$ cat src/sv/wtsp_pkg.sv
// shared types, constants and helpers for the world-to-screen projection
`default_nettype none
package wtsp_pkg;
    localparam int COEF_FRAC_BITS  = 24;
    localparam int COORD_FRAC_BITS = 16;
    localparam int COEF_SHIFT      = COEF_FRAC_BITS - COORD_FRAC_BITS;

    localparam int DATA_W  = 32;
    localparam int DIM_W   = 14;
    localparam int WMIN_W  = 31;
    localparam int IDX_W   = 4;
    localparam int NUM_COEFS = 12;
    localparam int PROD_W  = 2 * DATA_W;
    localparam int TERM_W  = PROD_W - COEF_FRAC_BITS;
    localparam int CLIP_W  = TERM_W + 2;
    localparam int MID_W   = DIM_W + COORD_FRAC_BITS - 1;
    localparam int LO_W    = 32;
    localparam int HI_W    = CLIP_W - LO_W;
    localparam int NUM_W   = MID_W + CLIP_W + 1;
    localparam int Q_W     = 33;
    localparam int TOP_W   = NUM_W - Q_W;
    localparam int MAG_W   = Q_W + 1;
    localparam int SUM_W   = MAG_W + 2;
    localparam int ADDR_W  = 4;

    localparam logic [1:0] REG_SCREEN_WIDTH  = 2'd0;
    localparam logic [1:0] REG_SCREEN_HEIGHT = 2'd1;
    localparam logic [1:0] REG_W_MINIMUM     = 2'd2;

    localparam logic CMD_LOAD      = 1'b0;
    localparam logic CMD_TRANSFORM = 1'b1;

    localparam logic [DIM_W-1:0]  WIDTH_RESET  = DIM_W'(1920);
    localparam logic [DIM_W-1:0]  HEIGHT_RESET = DIM_W'(1080);
    localparam logic [WMIN_W-1:0] WMIN_RESET   = WMIN_W'(42598);

    typedef struct packed {
        logic                     command;
        logic [IDX_W-1:0]         coef_index;
        logic signed [DATA_W-1:0] coef_value;
        logic signed [DATA_W-1:0] pos_x;
        logic signed [DATA_W-1:0] pos_y;
        logic signed [DATA_W-1:0] pos_z;
    } in_t;

    typedef struct packed {
        logic                     visible;
        logic signed [DATA_W-1:0] screen_x;
        logic signed [DATA_W-1:0] screen_y;
    } out_t;

    typedef struct packed {
        logic [DIM_W-1:0]  screen_width;
        logic [DIM_W-1:0]  screen_height;
        logic [WMIN_W-1:0] w_minimum;
    } cfg_t;

    typedef struct packed {
        logic signed [CLIP_W-1:0] x;
        logic signed [CLIP_W-1:0] y;
        logic signed [CLIP_W-1:0] w;
    } clip_t;

    typedef struct packed {
        logic             visible;
        logic             neg_x;
        logic             neg_y;
        logic [MID_W-1:0] mid_w;
        logic [MID_W-1:0] mid_h;
    } tag_t;

    function automatic logic signed [DATA_W-1:0] sat32(input logic signed [SUM_W-1:0] v);
        logic signed [SUM_W-1:0] hi;
        logic signed [SUM_W-1:0] lo;
        hi = SUM_W'(32'sh7fffffff);
        lo = -SUM_W'(33'sh080000000);
        if (v > hi) begin
            return 32'sh7fffffff;
        end else if (v < lo) begin
            return 32'sh80000000;
        end
        return v[DATA_W-1:0];
    endfunction
endpackage
`default_nettype wire

$ cat src/sv/wtsp_regs.sv
// configuration register file behind the apb port
`default_nettype none
module wtsp_regs import wtsp_pkg::*; (
    input  wire logic              aclk,
    input  wire logic              aresetn,
    input  wire logic              psel,
    input  wire logic              penable,
    input  wire logic              pwrite,
    input  wire logic [ADDR_W-1:0] paddr,
    input  wire logic [31:0]       pwdata,
    output logic [31:0]            prdata,
    output cfg_t                   cfg
);
    cfg_t cfg_reg;
    logic wr;

    assign wr  = psel && penable && pwrite;
    assign cfg = cfg_reg;

    always_ff @(posedge aclk) begin
        if (!aresetn) begin
            cfg_reg.screen_width  <= WIDTH_RESET;
            cfg_reg.screen_height <= HEIGHT_RESET;
            cfg_reg.w_minimum     <= WMIN_RESET;
        end else if (wr) begin
            unique case (paddr[3:2])
                REG_SCREEN_WIDTH:  cfg_reg.screen_width  <= pwdata[DIM_W-1:0];
                REG_SCREEN_HEIGHT: cfg_reg.screen_height <= pwdata[DIM_W-1:0];
                REG_W_MINIMUM:     cfg_reg.w_minimum     <= pwdata[WMIN_W-1:0];
                default: ;
            endcase
        end
    end

    always_comb begin
        unique case (paddr[3:2])
            REG_SCREEN_WIDTH:  prdata = 32'(cfg_reg.screen_width);
            REG_SCREEN_HEIGHT: prdata = 32'(cfg_reg.screen_height);
            REG_W_MINIMUM:     prdata = 32'(cfg_reg.w_minimum);
            default:           prdata = '0;
        endcase
    end
endmodule
`default_nettype wire

$ cat config.mk
export PLATFORM = sky130hd
export DESIGN_NAME = wtsp_regs
export DESIGN_NICKNAME = d
export VERILOG_FILES = /design/src/sv/wtsp_pkg.sv /design/src/sv/wtsp_regs.sv
export SDC_FILE = /design/constraint.sdc
export NUM_CORES = 1
export LEC_CHECK = 0
export ABC_AREA = 1
export BUFFER_PORTS_ARGS = -buffer_cell sky130_fd_sc_hd__buf_2
export CAP_MARGIN = 25
export CORE_MARGIN = 3
export CORE_UTILIZATION = 30
export DETAILED_ROUTE_END_ITERATION = 6
export PLACE_DENSITY_LB_ADDON = 0.05
export RECOVER_POWER = 25
export REMOVE_ABC_BUFFERS = 1
export SKIP_CTS_REPAIR_TIMING = 1
export SYNTH_ARGS = -nofsm -noshare
export SYNTH_HDL_FRONTEND = slang
export SYNTH_SLANG_ARGS = --single-unit
$ cat constraint.sdc
create_clock -name aclk -period 0.82 [get_ports aclk]
set_input_delay 0.041 -clock aclk [delete_from_list [all_inputs] [get_ports aclk]]
set_output_delay 0.041 -clock aclk [all_outputs]
set_load 0.05 [all_outputs]
==> impl_results.html, run 1 <==
<table>
<tr><th>Metric</th><th>Value</th></tr>
<tr><th colspan="2">Setup path</th></tr>
<tr><td>Type of the worst setup path</td><td>reg -&gt; out</td></tr>
<tr><td>Cells traversed along the worst timing path</td><td>nand2_2 &gt; nand3_2 &gt; buf_8</td></tr>
<tr><td>Worst path max stage delay</td><td>0.36 ns</td></tr>
<tr><td>Critical path buffers and inverters</td><td>1</td></tr>
<tr><td>Reg-to-reg endpoint</td><td>cfg[36]$_SDFFE_PN1P_</td></tr>
<tr><td>Path depth of the worst reg2reg path</td><td>3</td></tr>
<tr><td>Data required time at the worst endpoint</td><td>0.78 ns</td></tr>
<tr><td>FF-to-FF Start</td><td>cfg[36]$_SDFFE_PN1P_</td></tr>
<tr><td>Startpoint type of the worst setup path</td><td>flop</td></tr>
<tr><td>Setup slack on the worst flop-to-flop path</td><td>0.12 ns</td></tr>
<tr><td>Family with the most delay on the worst path</td><td>flip-flops</td></tr>
<tr><td>Maximum fanout along the worst path</td><td>3</td></tr>
<tr><td>Crit path DAT</td><td>1.00 ns</td></tr>
<tr><td>Crit end category</td><td>output port</td></tr>
<tr><td>Cell with the largest stage delay on the worst path</td><td>sky130_fd_sc_hd__dfxtp_4</td></tr>
<tr><th colspan="2">Timing</th></tr>
<tr><td>Post-route minimum period</td><td>1.04 ns</td></tr>
<tr><td>Fin worst setup slack</td><td>-0.221 ns</td></tr>
<tr><td>Final critical-path share of the clock period</td><td>1.27</td></tr>
<tr><td>Final hold viol count</td><td>0</td></tr>
<tr><td>Worst-case clock skew</td><td>0 ns</td></tr>
<tr><td>Unrepaired setup endpoints after global routing</td><td>true</td></tr>
<tr><td>Count of final max-slew check failures</td><td>0</td></tr>
<tr><td>Achievable clock frequency</td><td>0.961 GHz</td></tr>
<tr><td>Tightest hold margin</td><td>0.0250 ns</td></tr>
<tr><td># setup viols final</td><td>90</td></tr>
<tr><th colspan="2">Min path</th></tr>
<tr><td>Worst Hold Path Cells</td><td>5</td></tr>
<tr><td>Worst min-delay path endpoint</td><td>cfg[29]$_SDFFE_PN0P_</td></tr>
<tr><td>Kind of path behind the tightest hold check</td><td>in -&gt; reg</td></tr>
<tr><td>Launch point of the worst hold path</td><td>pwdata[29]</td></tr>
<tr><th colspan="2">Floorplan</th></tr>
<tr><td>Placeable Area</td><td>8890 um^2</td></tr>
<tr><td>Number of ports placed on the die boundary</td><td>132</td></tr>
<tr><td>Area enclosed by the die boundary</td><td>10500 um^2</td></tr>
<tr><td>Effective utilization at floorplan</td><td>0.315</td></tr>
<tr><td>Die X-Extent</td><td>103 um</td></tr>
<tr><td>Number of cell rows</td><td>34</td></tr>
<tr><td>Die Span Y</td><td>103 um</td></tr>
<tr><th colspan="2">Power and ir drop</th></tr>
<tr><td>Peak VDD IR</td><td>0.000775 V</td></tr>
<tr><td>Combinational cell fraction of total power</td><td>0.230</td></tr>
<tr><td>Internal power of the cells</td><td>4.64 mW</td></tr>
<tr><td>Part of the total power dissipated in the clock network</td><td>0.336</td></tr>
<tr><td>LEAKAGE</td><td>2.47 nW</td></tr>
<tr><td>Switching power share of the total</td><td>0.313</td></tr>
<tr><td>Overall power after layout</td><td>6.75 mW</td></tr>
<tr><td>Net Switching</td><td>2.11 mW</td></tr>
<tr><td>Power per cell area</td><td>1310 nW/um^2</td></tr>
<tr><td>Sequential share of power</td><td>0.435</td></tr>
<tr><th colspan="2">Cells and area</th></tr>
<tr><td>Max reg flops</td><td>59</td></tr>
<tr><td>Combined area of the multi-input logic cells</td><td>1470 um^2</td></tr>
<tr><td>Synth-to-Final Area Change</td><td>83.9%</td></tr>
<tr><td>Most common library cell in the layout ignoring fill and taps</td><td>sky130_fd_sc_hd__nor2_1</td></tr>
<tr><td>Commonest cells after routing, fill and taps aside</td><td>90 x sky130_fd_sc_hd__nor2_1, 88 x sky130_fd_sc_hd__nand2_1, 60 x sky130_fd_sc_hd__nand3_1</td></tr>
<tr><td>Antenna Diode Count</td><td>0</td></tr>
<tr><td>Combined flip-flop and latch cell area</td><td>1330 um^2</td></tr>
<tr><td>Share of layout cells above drive strength 1</td><td>0.530</td></tr>
<tr><td>Final net count</td><td>645</td></tr>
<tr><td>Number of fill cells</td><td>837</td></tr>
<tr><th colspan="2">Clock tree</th></tr>
<tr><td>Post-CTS clock slew at the launch and capture registers of the worst setup and hold paths</td><td>0.07 ns</td></tr>
<tr><td>Clk buf depth</td><td>2</td></tr>
<tr><td>Total CTS buffers</td><td>9</td></tr>
<tr><td>Clock tree root buffer cell</td><td>sky130_fd_sc_hd__clkbuf_8</td></tr>
<tr><td>Worst skew pair latency</td><td>0.32 ns</td></tr>
<tr><td>H-tree depth</td><td>3</td></tr>
<tr><td>Clock sink count</td><td>59</td></tr>
<tr><td>TritonCTS clock tree</td><td>done</td></tr>
<tr><th colspan="2">Outcome</th></tr>
<tr><td>Failing checks</td><td>setup timing</td></tr>
<tr><td>Status</td><td>complete, but fails checks</td></tr>
<tr><th colspan="2">Synth</th></tr>
<tr><td>Top area cells in the synthesized netlist</td><td>sky130_fd_sc_hd__dfxtp_1 42%, sky130_fd_sc_hd__nand2_1 16%, sky130_fd_sc_hd__nor2_1 14%, sky130_fd_sc_hd__nand3_1 13%, sky130_fd_sc_hd__inv_1 6.3%</td></tr>
<tr><td>Number of cells produced by synthesis</td><td>443</td></tr>
<tr><td>Total number of yosys warnings</td><td>0</td></tr>
<tr><td>Flip-flop and latch count after synthesis</td><td>59</td></tr>
<tr><td>Total standard cell area after synthesis</td><td>2800 um^2</td></tr>
<tr><td>Netlist cell types</td><td>14</td></tr>
<tr><td>Cell type with the largest total area after synthesis</td><td>sky130_fd_sc_hd__dfxtp_1</td></tr>
<tr><td>Per-instance average area after synthesis</td><td>6.32 um^2</td></tr>
<tr><td>Sequential-to-total area share from yosys stat</td><td>0.422</td></tr>
<tr><td>Proportion of netlist area held by the largest area contributor</td><td>0.422</td></tr>
<tr><th colspan="2">GRT</th></tr>
<tr><td>Number of antenna violations at the first check in global routing</td><td>0</td></tr>
<tr><td>Largest net degree at the start of global routing</td><td>33</td></tr>
<tr><td>Via count of the first global-routing pass</td><td>2761</td></tr>
<tr><td>Global-route wire length before repair</td><td>13.5 mm</td></tr>
<tr><td>Total gr overflow</td><td>0</td></tr>
<tr><td>Overall Global Routing Usage</td><td>0.166</td></tr>
<tr><th colspan="2">Place</th></tr>
<tr><td>Buffers on Ports</td><td>127</td></tr>
<tr><td>Global placement routability congestion</td><td>0.772</td></tr>
<tr><td>Final HPWL DP</td><td>6.38 mm</td></tr>
<tr><th colspan="2">Detailed routing</th></tr>
<tr><td>Total number of vias</td><td>3254</td></tr>
<tr><td>Total Routed Length</td><td>9.58 mm</td></tr>
<tr><td>Post-detailed-route wirelength per cell</td><td>13.4 um</td></tr>
<tr><td>Avg Vias per Cell</td><td>4.54</td></tr>
<tr><td>Number of detailed-routing iterations run before antenna repair</td><td>4</td></tr>
<tr><td>Number of DRC markers in iteration 0</td><td>110</td></tr>
<tr><td>Residual antenna-violating net count after detailed routing</td><td>0</td></tr>
<tr><td>Drc violations</td><td>0</td></tr>
<tr><th colspan="2">Run</th></tr>
<tr><td>Number of max-cap violations</td><td>0</td></tr>
</table>
Yosys cell counts:
cell type / count
sky130_fd_sc_hd__inv_1: 47
sky130_fd_sc_hd__inv_2: 2
sky130_fd_sc_hd__nand3_1: 74
sky130_fd_sc_hd__nor2_4: 1
sky130_fd_sc_hd__buf_1: 5
sky130_fd_sc_hd__nand2_1: 122
sky130_fd_sc_hd__buf_2: 10
sky130_fd_sc_hd__nand2_2: 2
sky130_fd_sc_hd__buf_6: 1
sky130_fd_sc_hd__conb_1: 1
sky130_fd_sc_hd__buf_4: 10
sky130_fd_sc_hd__nor2_1: 104
sky130_fd_sc_hd__nor2_2: 5
sky130_fd_sc_hd__dfxtp_1: 59
layer usage:
| metal | up-vias | share of wire | GRT usage |
|---|---|---|---|
| met5 | - | 0 | 0 |
| met4 | 0 | 0.019 | 0.0616 |
| met3 | 17 | 0.061 | 0.0318 |
| met2 | 115 | 0.47 | 0.258 |
| met1 | 1459 | 0.45 | 0.228 |
| li1 | 1663 | - | - |
power by group through the flow:
stage / registers, mW / clock network (mW) / logic [mW]
detailed placement: 3.04 / 0 / 1.22
global route: 2.94 / 2.46 / 1.66
CTS: 2.98 / 2.35 / 1.23
finish: 2.93 / 2.27 / 1.55
floorplan: 3.25 / 0 / 0.517
global placement: 3.04 / 0 / 1.22
final cells by class:
type | count | share of cell area
clock inverters | 3 | 0.00292
well taps | 108 | 0.0263
inverters | 49 | 0.0357
multi-input cells | 309 | 0.286
clock buffers | 12 | 0.0282
repair buffers | 176 | 0.362
flip-flops and latches | 59 | 0.259
through the flow:
stage / setup TNS, ns / cells / area, um^2 / utilization / setup slack, ns
global placement: -15.19 / 686 / 3740 / 0.420 / -0.238
detailed placement: -17.57 / 686 / 3740 / 0.420 / -0.251
global route: -14.01 / 716 / 5140 / 0.579 / -0.285
finish: -10.78 / 716 / 5140 / 0.579 / -0.221
CTS: -22.20 / 701 / 3900 / 0.439 / -0.363
floorplan: -39.69 / 417 / 2640 / - / -0.600
worst max-delay path by stage:
stage | cells past startpoint | slack, ns | from | to
2_1_floorplan | 2 | -0.60 | cfg[14]$_SDFFE_PN0P_ | prdata[14]
3_3_place_gp | 7 | -0.24 | paddr[2] | prdata[7]
3_5_place_dp | 7 | -0.25 | paddr[2] | prdata[7]
4_1_cts | 3 | -0.36 | cfg[38]$_SDFFE_PN0P_ | prdata[7]
5_1_grt | 3 | -0.28 | cfg[14]$_SDFFE_PN0P_ | prdata[14]
6_report | 3 | -0.22 | cfg[56]$_SDFFE_PN0P_ | prdata[11]
worst min-delay path, stage by stage:
cell and delay (ns):
sky130_fd_sc_hd__buf_2 0.08, sky130_fd_sc_hd__inv_1 0.03, sky130_fd_sc_hd__nand3_1 0.06, sky130_fd_sc_hd__nand2_1 0.04, sky130_fd_sc_hd__nor2_1 0.06
cell families after synthesis:
logic type	Yosys count	synth area share
simple gates	308	0.455
buf+inv	75	0.121
flops	59	0.422
other cells	1	0.00134
Note: power is estimated with default switching activity, not from simulation.
==> inputs of run 2 (changes only) <==
--- a/config.mk
+++ b/config.mk
@@ -5,11 +5,12 @@
 export SDC_FILE = /design/constraint.sdc
 export NUM_CORES = 1
 export LEC_CHECK = 0
-export ABC_AREA = 1
+export ABC_AREA = 0
 export BUFFER_PORTS_ARGS = -buffer_cell sky130_fd_sc_hd__buf_2
 export CAP_MARGIN = 25
 export CORE_MARGIN = 3
 export CORE_UTILIZATION = 30
+export CTS_CLUSTER_SIZE = 20
 export DETAILED_ROUTE_END_ITERATION = 6
 export PLACE_DENSITY_LB_ADDON = 0.05
 export RECOVER_POWER = 25
==> constraint.sdc (replaced) <==
create_clock -name aclk -period 0.8 [get_ports aclk]
set_input_delay 0.04 -clock aclk [delete_from_list [all_inputs] [get_ports aclk]]
set_output_delay 0.04 -clock aclk [all_outputs]
set_load 0.05 [all_outputs]
==> run 2 against run 1 <==
The run ends with hold timing, setup timing left. Total power grew 4.2%. Worst setup slack lost 0.13 ns. Non-clock buffer count grew 59. Synthesized area shrank 1.7%. Sequential power grew 2%. Critical path type unchanged. Largest cell class unchanged. Highest routed layer unchanged.
==> impl_results.html, run 2 <==
<table>
<tr><th>Metric</th><th>Value</th></tr>
<tr><th colspan="2">Outcome</th></tr>
<tr><td>Status</td><td>complete, but fails checks</td></tr>
<tr><td>Failing checks</td><td>hold timing, setup timing</td></tr>
<tr><th colspan="2">Power and ir drop</th></tr>
<tr><td>Part of the total power dissipated in the clock network</td><td>0.371</td></tr>
<tr><td>LEAKAGE</td><td>2.55 nW</td></tr>
<tr><td>Internal power of the cells</td><td>5.04 mW</td></tr>
<tr><td>Overall power after layout</td><td>7.03 mW</td></tr>
<tr><td>Peak VDD IR</td><td>0.000552 V</td></tr>
<tr><td>Sequential share of power</td><td>0.427</td></tr>
<tr><td>Switching power share of the total</td><td>0.283</td></tr>
<tr><td>Combinational cell fraction of total power</td><td>0.202</td></tr>
<tr><td>Power per cell area</td><td>1240 nW/um^2</td></tr>
<tr><td>Net Switching</td><td>1.99 mW</td></tr>
<tr><th colspan="2">Setup path</th></tr>
<tr><td>Data required time at the worst endpoint</td><td>0.76 ns</td></tr>
<tr><td>Maximum fanout along the worst path</td><td>2</td></tr>
<tr><td>Type of the worst setup path</td><td>reg -&gt; out</td></tr>
<tr><td>FF-to-FF Start</td><td>cfg[1]$_SDFFE_PN1P_</td></tr>
<tr><td>Reg-to-reg endpoint</td><td>cfg[1]$_SDFFE_PN1P_</td></tr>
<tr><td>Path depth of the worst reg2reg path</td><td>4</td></tr>
<tr><td>Crit end category</td><td>output port</td></tr>
<tr><td>Setup slack on the worst flop-to-flop path</td><td>-0.07 ns</td></tr>
<tr><td>Startpoint type of the worst setup path</td><td>flop</td></tr>
<tr><td>Crit path DAT</td><td>1.11 ns</td></tr>
<tr><th colspan="2">Synth</th></tr>
<tr><td>Proportion of synthesized flip-flops having asynchronous set or reset</td><td>0</td></tr>
<tr><td>Per-instance average area after synthesis</td><td>8.78 um^2</td></tr>
<tr><td>Netlist cell types</td><td>21</td></tr>
<tr><td>Top area cells in the synthesized netlist</td><td>sky130_fd_sc_hd__dfxtp_1 43%, sky130_fd_sc_hd__mux2i_1 22%, sky130_fd_sc_hd__nand2_1 12%, sky130_fd_sc_hd__o21ai_0 4.0%, sky130_fd_sc_hd__and2_1 3.9%</td></tr>
<tr><td>Flip-flop and latch count after synthesis</td><td>59</td></tr>
<tr><td>Number of cells produced by synthesis</td><td>313</td></tr>
<tr><td>Total standard cell area after synthesis</td><td>2750 um^2</td></tr>
<tr><td>Most common library cells after synthesis</td><td>86 x sky130_fd_sc_hd__nand2_1, 61 x sky130_fd_sc_hd__mux2i_1, 59 x sky130_fd_sc_hd__dfxtp_1</td></tr>
<tr><td>Total number of yosys warnings</td><td>0</td></tr>
<tr><td>Proportion of netlist area held by the largest area contributor</td><td>0.430</td></tr>
<tr><td>Sequential-to-total area share from yosys stat</td><td>0.430</td></tr>
<tr><td>Cell type with the largest total area after synthesis</td><td>sky130_fd_sc_hd__dfxtp_1</td></tr>
<tr><td>EDFF count, synth</td><td>0</td></tr>
<tr><td>Most frequently used cell type in the post-synthesis netlist</td><td>sky130_fd_sc_hd__nand2_1</td></tr>
<tr><td>Main flop type after synthesis</td><td>sky130_fd_sc_hd__dfxtp_1</td></tr>
<tr><th colspan="2">GRT</th></tr>
<tr><td>Met1 layer usage reported by global route</td><td>0.214</td></tr>
<tr><td>Via count of the first global-routing pass</td><td>2651</td></tr>
<tr><td>Total gr overflow</td><td>0</td></tr>
<tr><td>Largest net degree at the start of global routing</td><td>58</td></tr>
<tr><td>Met3 layer usage reported by global route</td><td>0.0427</td></tr>
<tr><td>Number of antenna violations at the first check in global routing</td><td>0</td></tr>
<tr><td>Global-route wire length before repair</td><td>13.0 mm</td></tr>
<tr><td>Grt peak-use layer</td><td>met2</td></tr>
<tr><td>Routing usage on met2</td><td>0.254</td></tr>
<tr><td>Overall Global Routing Usage</td><td>0.162</td></tr>
<tr><th colspan="2">Timing</th></tr>
<tr><td># setup viols final</td><td>108</td></tr>
<tr><td>Count of final max-slew check failures</td><td>0</td></tr>
<tr><td>Fin worst setup slack</td><td>-0.352 ns</td></tr>
<tr><td>Fin Setup TNS</td><td>-16.04 ns</td></tr>
<tr><td>Final critical-path share of the clock period</td><td>1.44</td></tr>
<tr><td>Unrepaired setup endpoints after global routing</td><td>true</td></tr>
<tr><td>Tightest hold margin</td><td>-0.0165 ns</td></tr>
<tr><td>Achievable clock frequency</td><td>0.868 GHz</td></tr>
<tr><td>Worst-case clock skew</td><td>0 ns</td></tr>
<tr><td>Post-route minimum period</td><td>1.15 ns</td></tr>
<tr><td>Final hold viol count</td><td>10</td></tr>
<tr><th colspan="2">Min path</th></tr>
<tr><td>Kind of path behind the tightest hold check</td><td>in -&gt; reg</td></tr>
<tr><td>Worst Hold Path Cells</td><td>3</td></tr>
<tr><td>Worst min-delay path endpoint</td><td>cfg[15]$_SDFFE_PN1P_</td></tr>
<tr><td>Launch point of the worst hold path</td><td>pwdata[15]</td></tr>
<tr><th colspan="2">Clock tree</th></tr>
<tr><td>H-tree depth</td><td>3</td></tr>
<tr><td>Clock sink count</td><td>59</td></tr>
<tr><td>Total CTS buffers</td><td>9</td></tr>
<tr><td>Clk buf depth</td><td>2</td></tr>
<tr><td>Clock tree root buffer cell</td><td>sky130_fd_sc_hd__clkbuf_8</td></tr>
<tr><td>Worst skew pair latency</td><td>0.33 ns</td></tr>
<tr><td>Post-CTS clock slew at the launch and capture registers of the worst setup and hold paths</td><td>0.07 ns</td></tr>
<tr><td>TritonCTS clock tree</td><td>done</td></tr>
<tr><th colspan="2">Cells and area</th></tr>
<tr><td>Synth-to-Final Area Change</td><td>107%</td></tr>
<tr><td>Max reg flops</td><td>59</td></tr>
<tr><td>Most common library cell in the layout ignoring fill and taps</td><td>sky130_fd_sc_hd__nand2_1</td></tr>
<tr><td>Final net count</td><td>575</td></tr>
<tr><td>Number of fill cells</td><td>755</td></tr>
<tr><td>Share of layout cells above drive strength 1</td><td>0.581</td></tr>
<tr><td>Commonest cells after routing, fill and taps aside</td><td>84 x sky130_fd_sc_hd__nand2_1, 68 x sky130_fd_sc_hd__buf_8, 61 x sky130_fd_sc_hd__mux2i_1</td></tr>
<tr><th colspan="2">Detailed routing</th></tr>
<tr><td>Residual antenna-violating net count after detailed routing</td><td>0</td></tr>
<tr><td>Drc violations</td><td>0</td></tr>
<tr><td>Number of DRC markers in iteration 0</td><td>53</td></tr>
<tr><td>Number of detailed-routing iterations run before antenna repair</td><td>4</td></tr>
<tr><td>Avg Vias per Cell</td><td>4.61</td></tr>
<tr><td>Total number of vias</td><td>2988</td></tr>
<tr><td>Post-detailed-route wirelength per cell</td><td>14.9 um</td></tr>
<tr><td>Total Routed Length</td><td>9.63 mm</td></tr>
<tr><th colspan="2">Floorplan</th></tr>
<tr><td>Die Span Y</td><td>102 um</td></tr>
<tr><td>Area enclosed by the die boundary</td><td>10300 um^2</td></tr>
<tr><td>Placeable Area</td><td>8810 um^2</td></tr>
<tr><td>Die X-Extent</td><td>102 um</td></tr>
<tr><td>Effective utilization at floorplan</td><td>0.312</td></tr>
<tr><td>Number of ports placed on the die boundary</td><td>132</td></tr>
<tr><td>Number of cell rows</td><td>34</td></tr>
<tr><th colspan="2">Place</th></tr>
<tr><td>Buffers on Ports</td><td>127</td></tr>
<tr><td>Final HPWL DP</td><td>6.05 mm</td></tr>
<tr><td>Global placement routability congestion</td><td>0.779</td></tr>
<tr><th colspan="2">Run</th></tr>
<tr><td>Number of max-cap violations</td><td>0</td></tr>
</table>
[run 2: how the worst max path moves through the flow]
stage | startpoint | to | slack (ns) | depth (start not counted)
final | cfg[45]$_SDFFE_PN0P_ | prdata[0] | -0.35 | 3
after global routing | cfg[41]$_SDFFE_PN1P_ | prdata[10] | -0.40 | 3
after CTS | cfg[37]$_SDFFE_PN0P_ | prdata[6] | -0.52 | 3
after detailed placement | paddr[3] | prdata[6] | -0.48 | 6
after global placement | paddr[3] | prdata[6] | -0.46 | 6
after floorplan | cfg[41]$_SDFFE_PN1P_ | prdata[10] | -1.11 | 2
[run 2: worst max-delay path, stage by stage, from the launching register on]
cell and delay [ns]:
sky130_fd_sc_hd__dfxtp_2 0.34, sky130_fd_sc_hd__mux2i_1 0.07, sky130_fd_sc_hd__o21ai_1 0.19, sky130_fd_sc_hd__buf_6 0.19
[run 2: power groups by stage]
stage,Combinational (mW),Clock (mW),Sequential [mW]
floorplan,0.392,0,3.23
global placement,1.06,0,3.07
detailed placement,1.07,0,3.07
CTS,1.07,2.69,3.01
global route,1.51,2.82,3.01
finish,1.42,2.61,3.00
[run 2: through the flow]
step / hold WS (ns) / std cells / utilization / worst slack (ns) / area (um^2)
finish: -0.0165 / 648 / 0.645 / -0.352 / 5680
global route: -0.00570 / 647 / 0.645 / -0.404 / 5680
CTS: -0.0708 / 607 / 0.470 / -0.518 / 4140
detailed placement: 0.294 / 591 / 0.449 / -0.480 / 3950
global placement: 0.289 / 591 / 0.449 / -0.464 / 3950
floorplan: 0.129 / 288 / - / -1.11 / 2610
[run 2: logic make-up after synthesis]
| kind of cell | count (synthesis) | share of synthesized area |
|---|---|---|
| other | 1 | 0.00136 |
| and+or+nand+nor | 119 | 0.199 |
| buffers and inverters | 35 | 0.0637 |
| DFF | 59 | 0.430 |
| muxes | 61 | 0.222 |
| AOI/OAI and AO/OA | 38 | 0.0838 |
[run 2: final cells by class]
| type | count | area [um^2] | area share |
|---|---|---|---|
| multi-input cells | 219 | 1480 | 0.260 |
| flip-flops and latches | 59 | 1270 | 0.224 |
| clock inverters | 5 | 53.8 | 0.00947 |
| diodes | 1 | 2.50 | 0.000440 |
| well taps | 108 | 135 | 0.0238 |
| inverters | 10 | 37.5 | 0.00661 |
| repair buffers | 235 | 2570 | 0.452 |
| clock buffers | 11 | 131 | 0.0231 |
[run 2: metal layers]
| layer | routed length [um] | vias to the layer above |
|---|---|---|
| li1 | - | 1482 |
| met1 | 4130 | 1399 |
| met2 | 4780 | 93 |
| met3 | 582 | 14 |
| met4 | 136 | 0 |
| met5 | 0 | - |
